**src/sobel_pkg.sv**
```systemverilog
// Shared types and constants for the Sobel edge magnitude block.
// No dependencies; every other file takes names from here by scope.
package sobel_pkg;

  localparam int PIX_W      = 24;
  localparam int CH_W       = 8;
  localparam int GRAD_W     = 12;
  localparam int RAD_W      = 22;
  localparam int ROOT_W     = 11;
  localparam int REM_W      = 12;
  localparam int ROOT_STEPS = 11;
  localparam int STEP_W     = 4;

  localparam int CFG_IDX_W  = 2;
  localparam int CFG_DATA_W = 13;
  localparam int WREG_W     = 11;
  localparam int HREG_W     = 13;

  localparam logic [CFG_IDX_W-1:0] REG_WIDTH  = 2'd0;
  localparam logic [CFG_IDX_W-1:0] REG_HEIGHT = 2'd1;

  localparam logic [WREG_W-1:0] WIDTH_RESET  = 11'd640;
  localparam logic [HREG_W-1:0] HEIGHT_RESET = 13'd480;

  localparam logic [CH_W-1:0] EDGE_MAX = 8'd255;

  typedef logic [PIX_W-1:0] pix_t;

  typedef struct packed {
    logic start;
    logic update;
    logic grad;
    logic square;
    logic root_step;
    logic load;
  } sobel_cmd_t;

  typedef struct packed {
    logic item_valid;
    logic root_done;
    logic out_free;
  } sobel_status_t;

endpackage

```
**src/sobel_ctrl.sv**
```systemverilog
// Sequencing state machine: fetch, window update, gradient, square, root, emit.
// Depends on sobel_pkg for the command and status structs.
module sobel_ctrl (
  input  logic                     clk,
  input  logic                     rst,
  input  logic                     in_valid,
  output logic                     in_ready,
  input  sobel_pkg::sobel_status_t status,
  output sobel_pkg::sobel_cmd_t    cmd
);

  localparam logic [2:0] ST_IDLE   = 3'd0;
  localparam logic [2:0] ST_FETCH  = 3'd1;
  localparam logic [2:0] ST_GRAD   = 3'd2;
  localparam logic [2:0] ST_SQUARE = 3'd3;
  localparam logic [2:0] ST_ROOT   = 3'd4;
  localparam logic [2:0] ST_EMIT   = 3'd5;

  logic [2:0] state;
  logic [2:0] state_next;

  always_ff @(posedge clk) begin
    if (rst) begin
      state <= ST_IDLE;
    end else begin
      state <= state_next;
    end
  end

  always_comb begin
    cmd        = '0;
    in_ready   = 1'b0;
    state_next = state;
    unique case (state)
      ST_IDLE: begin
        in_ready = 1'b1;
        if (in_valid) begin
          cmd.start  = 1'b1;
          state_next = ST_FETCH;
        end
      end
      ST_FETCH: begin
        cmd.update = 1'b1;
        state_next = status.item_valid ? ST_GRAD : ST_IDLE;
      end
      ST_GRAD: begin
        cmd.grad   = 1'b1;
        state_next = ST_SQUARE;
      end
      ST_SQUARE: begin
        cmd.square = 1'b1;
        state_next = ST_ROOT;
      end
      ST_ROOT: begin
        cmd.root_step = 1'b1;
        if (status.root_done) begin
          state_next = ST_EMIT;
        end
      end
      ST_EMIT: begin
        if (status.out_free) begin
          cmd.load   = 1'b1;
          state_next = ST_IDLE;
        end
      end
      default: begin
        state_next = ST_IDLE;
      end
    endcase
  end

endmodule

```
**config.mk**
```make
export PLATFORM = sky130hd
export DESIGN_NAME = sobel_ctrl
export DESIGN_NICKNAME = d
export VERILOG_FILES = /design/src/sobel_pkg.sv /design/src/sobel_ctrl.sv
export SDC_FILE = /design/constraint.sdc
export NUM_CORES = 1
export LEC_CHECK = 0
export BUFFER_PORTS_ARGS = -buffer_cell sky130_fd_sc_hd__buf_4
export CAP_MARGIN = 0
export CORE_AREA = 2 2 39 41
export CTS_CLUSTER_SIZE = 8
export DETAILED_ROUTE_END_ITERATION = 10
export DIE_AREA = 0 0 41 43
export GPL_TIMING_DRIVEN = 1
export SYNTH_ARGS = -nofsm -noshare
export SYNTH_HDL_FRONTEND = slang
export SYNTH_SLANG_ARGS = --single-unit
```
**constraint.sdc**
```tcl
create_clock -name clk -period 2 [get_ports clk]
set_input_delay 0.1 -clock clk [delete_from_list [all_inputs] [get_ports clk]]
set_output_delay 0.1 -clock clk [all_outputs]
set_load 0.02 [all_outputs]
```
==> results of run 1 <==
-- metal layers --
layer  wire length, um  share of wire, %  vias up
met5                 0                 0        -
met4                 0                 0        0
met3                82                17        0
met2               146                31       14
met1               245                52       79
li1                  -                 -      109
-- critical path, delay by kind of cell, from the launching register on --
kind,cells,cell delay (ns)
buf+inv,2,0.20
flops,1,0.48
simple gates,2,0.30
-- kinds of logic after synthesis --
kind of cell	synth area share [%]
AOI/OAI and AO/OA	11.8
DFF	31.6
and+or+nand+nor	44.7
muxes	5.92
buffers and inverters	5.92
-- placed cells by master (no fill, tap or decap), types with 2 or more instances in the layout --
cell / n
sky130_fd_sc_hd__buf_4: 12
sky130_fd_sc_hd__nor3_1: 3
sky130_fd_sc_hd__nor2_1: 3
sky130_fd_sc_hd__nand2_1: 3
sky130_fd_sc_hd__clkbuf_4: 3
sky130_fd_sc_hd__dfxtp_1: 3
sky130_fd_sc_hd__nor3b_1: 2
-- layout make-up --
class                      count  share of cell area, %
sequential                     3                   18.8
clock buffer                   4                   8.24
timing repair buffer          12                   28.2
multi-input combinational     19                   37.3
tap                           16                   6.27
inverter                       1                   1.18
-- cell usage after synthesis --
library cell / count
sky130_fd_sc_hd__nor2_1: 3
sky130_fd_sc_hd__nand2b_1: 1
sky130_fd_sc_hd__nand2b_4: 1
sky130_fd_sc_hd__buf_4: 1
sky130_fd_sc_hd__o31ai_2: 1
sky130_fd_sc_hd__o21ai_0: 1
sky130_fd_sc_hd__nor3b_1: 2
sky130_fd_sc_hd__or2_1: 1
sky130_fd_sc_hd__nand2_1: 3
sky130_fd_sc_hd__dfxtp_1: 3
sky130_fd_sc_hd__nor3_1: 3
sky130_fd_sc_hd__inv_1: 1
sky130_fd_sc_hd__mux2_2: 1
sky130_fd_sc_hd__and2_1: 1
sky130_fd_sc_hd__a21oi_1: 1
-- metrics by stage --
step                      area [um^2]  cells
final                             319     55
after global routing              319     55
after CTS                         319     55
after detailed placement          293     51
after global placement            293     51
after floorplan                   190     24
-- power breakdown --
group	total (W)	switching (W)	leakage (nW)	internal (W)
Combinational	0.0000489	0.0000235	0.113	0.0000254
Sequential	0.0000702	0.00000661	0.0245	0.0000635
Clock	0.000105	0.0000298	0.0150	0.0000747
Total	0.000224	0.0000599	0.152	0.000164
-- path summary, 6_finish.rpt --
check / slack [ns] / depth (start not counted) / end
max: 0.70 / 4 / cmd[2]
min: 0.07 / 2 / state[2]
max reg2reg: 0.99 / 3 / state[1]
min reg2reg: 0.57 / 1 / state[1]
==> metrics.cfg, run 1 <==
[outcome]
run_status = finished, final reports clean

[final_layout]
number_of_flip_flops_under_the_largest_register_name = 3
final_core_utilization_pct = 23.1
layout-area-overhead-vs-synth_pct = 67.8
largest_register = state
filler_cell_count = 153
antenna_cells_inserted = 0
seqCellArea_um2 = 60.1
multi_input_area_um2 = 119
layout.nets = 46
drive_above_1_share_pct = 46.2
largest_registers = state x3

[pwr]
leakage_nw = 0.152
post-layout-total-power_w = 0.000224
cellPowerDensity_nw_per_um2 = 701
peakVddDrop_uv = 269

[synthesis]
synth.top_cell.area_share_pct = 31.6
ys_seq_area_share_pct = 31.6
yosys.area.top_type = sky130_fd_sc_hd__dfxtp_1
ys_ff_latch = 3
postSynthCellCount = 24
number_of_distinct_standard_cells_referenced_by_the_synthesized_netlist = 15
synthesis.nets = 30
netlist_top_cells_area = sky130_fd_sc_hd__dfxtp_1 32%, sky130_fd_sc_hd__nor3_1 7.9%, sky130_fd_sc_hd__nor3b_1 7.9%
post_synth_instance_area_um2 = 190
avgSynthCellArea_um2 = 7.92
yosys_warnings = 0

[clocking]
post_cts.resized_instances = 0
worst_skew_pair.late_latency_ns = 0.23
cts_max_path_buffers = 2
cts_setup_buffers = 0
num_cts_buffers = 3
clk_pin_slew_worst_paths_ns = 0.04
clock_tree.htree_level_count = 1
cts_hold_buf = 0
root_buffer = sky130_fd_sc_hd__clkbuf_4
clock-sinks = 3
tritoncts = yes

[grt]
number_of_global_route_vias_before_repair = 189
global_routing_met2_resource_utilization_pct = 5.63
global_route.usage.total_pct = 6.31
met3_usage_pct = 4.19
grt-ovfl-total = 0
number_of_antenna_violations_at_the_first_check_in_global_routing = 0
highest_utilization_routing_layer_at_the_global_route_stage = met1
global_route.usage.met1_pct = 9.90
wire_length_of_the_first_global_routing_pass_um = 731
grt_start_max_net_pins = 11

[critical_path]
critical_path_launch_point = state[0]
crit_path_top_delay_cell = sky130_fd_sc_hd__dfxtp_1
worst_setup_path_start_kind = flip-flop
data_arrival_time_of_the_critical_path_ns = 1.20
crit_path_cell_trace = nand2_1, or2_1, inv_1, buf_4
r2r-start = state[0]
cp.required_ns = 1.90
slowest_delay_ns = 0.48
end_kind = primary output
setup.worst_path.class = flip-flop to primary output
worstPathMaxFanout = 10

[floorplan]
fp.dieW_um = 41
pin_count = 13
initial_cell_density_of_the_core_pct = 13.7
design.die.area_um2 = 1760
placeableCoreArea_um2 = 1380
die_y_um = 43
core.rowCount = 14

[sta]
timing_max_transition_violations_final = 0
timing.final.crit_period_ns = 1.30
finClkSkew_ns = 0.000785
final_worst_path_cycle_share_pct = 65.1
timing.final.hold_violations = 0
finalHoldWorstSlack_ns = 0.0660
final_worst_slack_ns = 0.699
report.final.setup_viol = 0
timing.slew.headroom_pct = 80.6
tightest_slew_ns = 0.291
max_freq_mhz = 769
totalNegativeSetupSlack_ns = 0
setup_repair_after_global_routing_missed_its_margin = no

[hold_path]
timing.hold.worst.start = rst
hold_class = input port to flip-flop

[routing]
drc = 0
routedWlPerCell_um = 8.60
firstDrtPassIters = 1
drt_wl_total_um = 473
vias_per_cell = 3.67
total_via_count_in_the_routed_design = 202
drt_iter0_drc = 0
routed_antenna_nets = 0

[flow_run]
max-cap-violations = 0

[placed_design]
finalWeightedCongestion = 0.614
io_buffers = 12
placement.setup.worst_slack_ns = 0.941

Power figures use the tool's default switching activity.
==> inputs of run 2 (changes only) <==
- clock period: 2 -> 1.25 ns (I/O delays scaled with it)
==> metrics.cfg, run 2 (same netlist as run 1, synthesis figures left out) <==
[pwr]
cellPowerDensity_nw_per_um2 = 1100  ; +58%
peakVddDrop_uv = 305  ; +13%
leakage_nw = 0.155  ; +1.9%

[critical_path]
crit_path_cell_trace = nand2_1, or2_1, inv_1, buf_4
cp.required_ns = 1.19  ; -0.71 ns
data_arrival_time_of_the_critical_path_ns = 1.09  ; -0.11 ns
slowest_delay_ns = 0.39  ; -0.09 ns
end_kind = primary output
worst_setup_path_start_kind = flip-flop
crit_path_top_delay_cell = sky130_fd_sc_hd__dfxtp_4
setup.worst_path.class = flip-flop to primary output
worstPathMaxFanout = 10  ; unchanged

[clocking]
num_cts_buffers = 3  ; unchanged
cts_setup_buffers = 0  ; unchanged
clock_tree.htree_level_count = 1  ; unchanged
clock-sinks = 3  ; unchanged
root_buffer = sky130_fd_sc_hd__clkbuf_4
clk_pin_slew_worst_paths_ns = 0.04  ; about the same
cts_max_path_buffers = 2  ; unchanged
worst_skew_pair.late_latency_ns = 0.23  ; about the same
tritoncts = yes

[sta]
setup_repair_after_global_routing_missed_its_margin = no
totalNegativeSetupSlack_ns = 0  ; unchanged
timing.slew.headroom_pct = 85.9  ; +5.3 points
timing_max_transition_violations_final = 0  ; unchanged
max_freq_mhz = 869
tightest_slew_ns = 0.210  ; -0.0812 ns
final_worst_slack_ns = 0.0989  ; -0.600 ns
timing.final.hold_violations = 0  ; unchanged
final_worst_path_cycle_share_pct = 92.1
timing.final.crit_period_ns = 1.15
report.final.setup_viol = 0  ; unchanged
finalHoldWorstSlack_ns = 0.0195  ; -0.0465 ns
finClkSkew_ns = 0.000570  ; -0.000214 ns

[grt]
wire_length_of_the_first_global_routing_pass_um = 683  ; -6.6%
grt-ovfl-total = 0  ; unchanged
global_route.usage.total_pct = 6.53  ; +0.21 points
grt_start_max_net_pins = 11  ; unchanged
number_of_antenna_violations_at_the_first_check_in_global_routing = 0  ; unchanged
number_of_global_route_vias_before_repair = 180  ; -4.8%

[floorplan]
pin_count = 13  ; unchanged
design.die.area_um2 = 1760  ; unchanged
fp.dieW_um = 41  ; unchanged
core.rowCount = 14  ; unchanged
placeableCoreArea_um2 = 1380  ; unchanged
die_y_um = 43  ; unchanged
initial_cell_density_of_the_core_pct = 13.7  ; unchanged

[routing]
firstDrtPassIters = 2  ; +1
routed_antenna_nets = 0  ; unchanged
drt_iter0_drc = 5  ; +5
vias_per_cell = 3.91  ; +6.4%
total_via_count_in_the_routed_design = 215  ; +6.4%
routedWlPerCell_um = 8.47  ; -1.5%
drc = 0  ; unchanged
drt_wl_total_um = 466  ; -1.5%

[final_layout]
layout.nets = 46  ; unchanged
number_of_flip_flops_under_the_largest_register_name = 3  ; unchanged
layout-area-overhead-vs-synth_pct = 73.0
final_design_area_no_fill_um2 = 329  ; +3.1%
largest_registers = state x3
final_cell_mix = 12 x sky130_fd_sc_hd__buf_4, 3 x sky130_fd_sc_hd__nor2_1, 3 x sky130_fd_sc_hd__nand2_1, 3 x sky130_fd_sc_hd__clkbuf_4
drive_above_1_share_pct = 53.8  ; +7.7 points
filler_cell_count = 168  ; +9.8%
largest_register = state
commonest_non_fill_non_tap_cell_in_the_layout = sky130_fd_sc_hd__buf_4
antenna_cells_inserted = 0  ; unchanged

[placed_design]
io_buffers = 12  ; unchanged
placement.setup.worst_slack_ns = 0.210  ; -0.730 ns
finalWeightedCongestion = 0.697  ; +13%
dpl.hpwl_um = 345
placed_area_um2 = 298  ; +1.7%

[outcome]
run_status = finished, final reports clean

[flow_run]
max-cap-violations = 0  ; unchanged

[hold_path]
hold_class = input port to flip-flop

[run 2: worst max-delay path, delay by kind of cell, from the launching register on]
| family | cells | cell delay (ns) |
|---|---|---|
| buffers and inverters | 2 | 0.19 |
| AND/OR/NAND/NOR | 2 | 0.28 |
| flip-flops | 1 | 0.39 |
[run 2: power breakdown]
part	internal, W	switching [W]	total, W
registers	0.000102	0.0000114	0.000113
logic	0.0000417	0.0000368	0.0000785
clock network	0.000120	0.0000517	0.000171
total	0.000263	0.0000999	0.000363
[run 2: through the flow]
step           instances  power [W]  util, %
2_1_floorplan         24   0.000159        -
3_3_place_gp          51   0.000193     21.5
3_5_place_dp          51   0.000194     21.5
4_1_cts               55   0.000371     23.5
5_1_grt               55   0.000389     23.8
6_report              55   0.000363     23.8
[run 2: metal layers]
layer / routed length, um / share of wire [%] / vias to the layer above / GRT usage [%]
met5: 0 / 0 / - / 0
met4: 0 / 0 / 0 / 8.00
met3: 49 / 11 / 0 / 4.71
met2: 221 / 47 / 11 / 6.25
met1: 194 / 42 / 95 / 7.72
li1: - / - / 109 / -
[run 2: final timing paths]
| kind | cells past startpoint | slack, ns | to | from |
|---|---|---|---|---|
| worst max-delay path | 4 | 0.1 | cmd[2] | state[0] |
| worst min-delay path | 2 | 0.02 | state[1] | rst |
| worst max register to register | 3 | 0.26 | state[0] | state[2] |
| worst min register to register | 1 | 0.55 | state[1] | state[2] |
[run 2: what timing repair did]
| action | CTS | global route |
|---|---|---|
| hold buffers | 0 | 0 |
| setup endpoints to repair | 2 | 1 |
| cloned | 0 | 0 |
| resized for setup | 1 | 2 |
| pin swaps | 0 | 0 |
[run 2: final cells by class]
cell class | count | area, um^2 | share of cell area, %
clock buffers | 4 | 26.3 | 7.98
inverters | 1 | 3.75 | 1.14
multi-input cells | 19 | 124 | 37.6
flip-flops and latches | 3 | 65.1 | 19.8
well taps | 16 | 20.0 | 6.08
repair buffers | 12 | 90.1 | 27.4
==> inputs of run 3 (changes only) <==
- BUFFER_PORTS_ARGS: -buffer_cell sky130_fd_sc_hd__buf_4 -> default
- DONT_BUFFER_PORTS: default -> 1
==> metrics.cfg, run 3 (same netlist as run 1, synthesis figures left out) <==
[final_layout]
layout.nets = 39  ; -15%
final_design_area_no_fill_um2 = 280  ; -15%
number_of_flip_flops_under_the_largest_register_name = 3  ; unchanged
drive_above_1_share_pct = 40.6  ; -13 points
multi_input_area_um2 = 125  ; +1.0%
antenna_cells_inserted = 0  ; unchanged
filler_cell_count = 157  ; -6.5%
largest_register = state
seqCellArea_um2 = 62.6  ; -3.8%
layout-area-overhead-vs-synth_pct = 47.4
largest_registers = state x3
final_cell_mix = 3 x sky130_fd_sc_hd__nor2_1, 3 x sky130_fd_sc_hd__nand2_1, 3 x sky130_fd_sc_hd__clkbuf_4, 3 x sky130_fd_sc_hd__buf_4

[floorplan]
core.rowCount = 14  ; unchanged
initial_cell_density_of_the_core_pct = 13.7  ; unchanged
fp.dieW_um = 41  ; unchanged
die_y_um = 43  ; unchanged
placeableCoreArea_um2 = 1380  ; unchanged
design.die.area_um2 = 1760  ; unchanged
pin_count = 13  ; unchanged

[sta]
timing.slew.headroom_pct = 74.8  ; -11 points
timing.final.crit_period_ns = 1.20  ; +0.0506 ns
timing.final.hold_violations = 0  ; unchanged
timing_max_transition_violations_final = 0  ; unchanged
report.final.setup_viol = 0  ; unchanged
finClkSkew_ns = 0.000313  ; -0.000257 ns
tightest_slew_ns = 0.377  ; +0.167 ns
max_freq_mhz = 832  ; -4.2%
final_worst_path_cycle_share_pct = 96.1  ; +4.1 points
finalHoldWorstSlack_ns = 0.0454  ; +0.0259 ns
setup_repair_after_global_routing_missed_its_margin = yes

[routing]
firstDrtPassIters = 4  ; +2
routed_antenna_nets = 0  ; unchanged
routedWlPerCell_um = 10.4  ; +22%
total_via_count_in_the_routed_design = 205  ; -4.7%
vias_per_cell = 4.27  ; +9.3%
drt_iter0_drc = 2  ; -3
drt_wl_total_um = 498  ; +6.9%
drc = 0  ; unchanged

[grt]
number_of_global_route_vias_before_repair = 187  ; +3.9%
global_route.usage.total_pct = 8.22  ; +1.7 points
wire_length_of_the_first_global_routing_pass_um = 828  ; +21%
grt_start_max_net_pins = 11  ; unchanged
number_of_antenna_violations_at_the_first_check_in_global_routing = 0  ; unchanged
grt-ovfl-total = 0  ; unchanged

[critical_path]
worst_setup_path_start_kind = flip-flop
setup.worst_path.class = flip-flop to primary output
r2r-start = state[2]
data_arrival_time_of_the_critical_path_ns = 1.14  ; +0.05 ns
end_kind = primary output
crit_path_cell_trace = nand2b_1, nor2_1
r2r_end = state[0]
setup.reg_to_reg.worst_slack_ns = 0.23  ; -0.03 ns
slowest_delay_ns = 0.44  ; +0.05 ns
cp.required_ns = 1.19  ; about the same
crit_path_top_delay_cell = sky130_fd_sc_hd__dfxtp_1
worstPathMaxFanout = 7  ; -3
rr_worst_depth = 3  ; unchanged

[outcome]
run_status = finished, final reports clean

[pwr]
post-layout-total-power_w = 0.000347  ; -4.5%
peakVddDrop_uv = 671  ; +120%
cellPowerDensity_nw_per_um2 = 1240  ; +12%
leakage_nw = 0.118  ; -24%

[flow_run]
max-cap-violations = 0  ; unchanged

[clocking]
num_cts_buffers = 3  ; unchanged
root_buffer = sky130_fd_sc_hd__clkbuf_4
clock-sinks = 3  ; unchanged
worst_skew_pair.late_latency_ns = 0.23  ; about the same
cts_max_path_buffers = 2  ; unchanged
tritoncts = yes
clock_tree.htree_level_count = 1  ; unchanged
clk_pin_slew_worst_paths_ns = 0.03  ; about the same

[hold_path]
timing.hold.worst.start = status[1]
hold_class = input port to flip-flop
hold-path-endpoint = state[0]
timing.hold.worst_path_depth = 2  ; unchanged

[placed_design]
finalWeightedCongestion = 0.721  ; +3.5%
placed_area_um2 = 230  ; -23%
io_buffers = 0  ; -12

run 3: cell count changes in the layout (fill, tap and decap cells not counted), sizes merged:
cell	delta
dlygate4sd3	+2
buf	-9
run 3: cell type report:
| cell class | count | area share, % |
|---|---|---|
| clock buffers | 4 | 9.37 |
| inverters | 1 | 1.34 |
| multi-input cells | 19 | 44.6 |
| flip-flops and latches | 3 | 22.3 |
| well taps | 16 | 7.14 |
| repair buffers | 5 | 15.2 |
run 3: power breakdown:
group,switching (W),total [W],internal (W)
Combinational,0.0000348,0.0000662,0.0000315
Sequential,0.0000113,0.000114,0.000103
Clock,0.0000474,0.000167,0.000119
run 3: what timing repair did:
action | in CTS | in global routing
setup endpoints to repair | 2 | 4
cloned | 0 | 0
resized for setup | 1 | 2
buffers inserted | 0 | 0
hold buffers | 2 | 0
endpoints found under the hold margin | 3 | 0
run 3: per-layer routing:
metal  share of wire (%)  global-route usage, %  vias to the layer above
li1                    -                      -                       97
met1                  46                   9.29                       93
met2                  40                   8.13                       13
met3                  11                   7.85                        2
met4                 3.6                   8.00                        0
met5                   0                      0                        -
run 3: worst max-delay path: cells and delay by family (launching register included):
kind / cells / cell delay [ns]
simple gates: 2 / 0.46
flops: 1 / 0.44
run 3: worst max path at each step:
| stage | startpoint | to | cells past startpoint |
|---|---|---|---|
| final | state[2] | cmd[0] | 2 |
| after global routing | state[2] | cmd[1] | 2 |
| after global placement | state[0] | cmd[0] | 2 |
| after floorplan | state[0] | cmd[5] | 3 |
| after CTS | state[1] | cmd[2] | 3 |
| after detailed placement | state[0] | cmd[0] | 2 |
run 3: metrics by stage:
stage	setup TNS, ns	util (%)	instances	setup slack, ns
3_3_place_gp	0	16.6	42	0.248
2_1_floorplan	0	-	24	0.160
4_1_cts	0	20.1	48	0.0361
6_report	0	20.3	48	0.0483
5_1_grt	-0.0986	20.3	48	-0.0535
3_5_place_dp	0	16.6	42	0.224
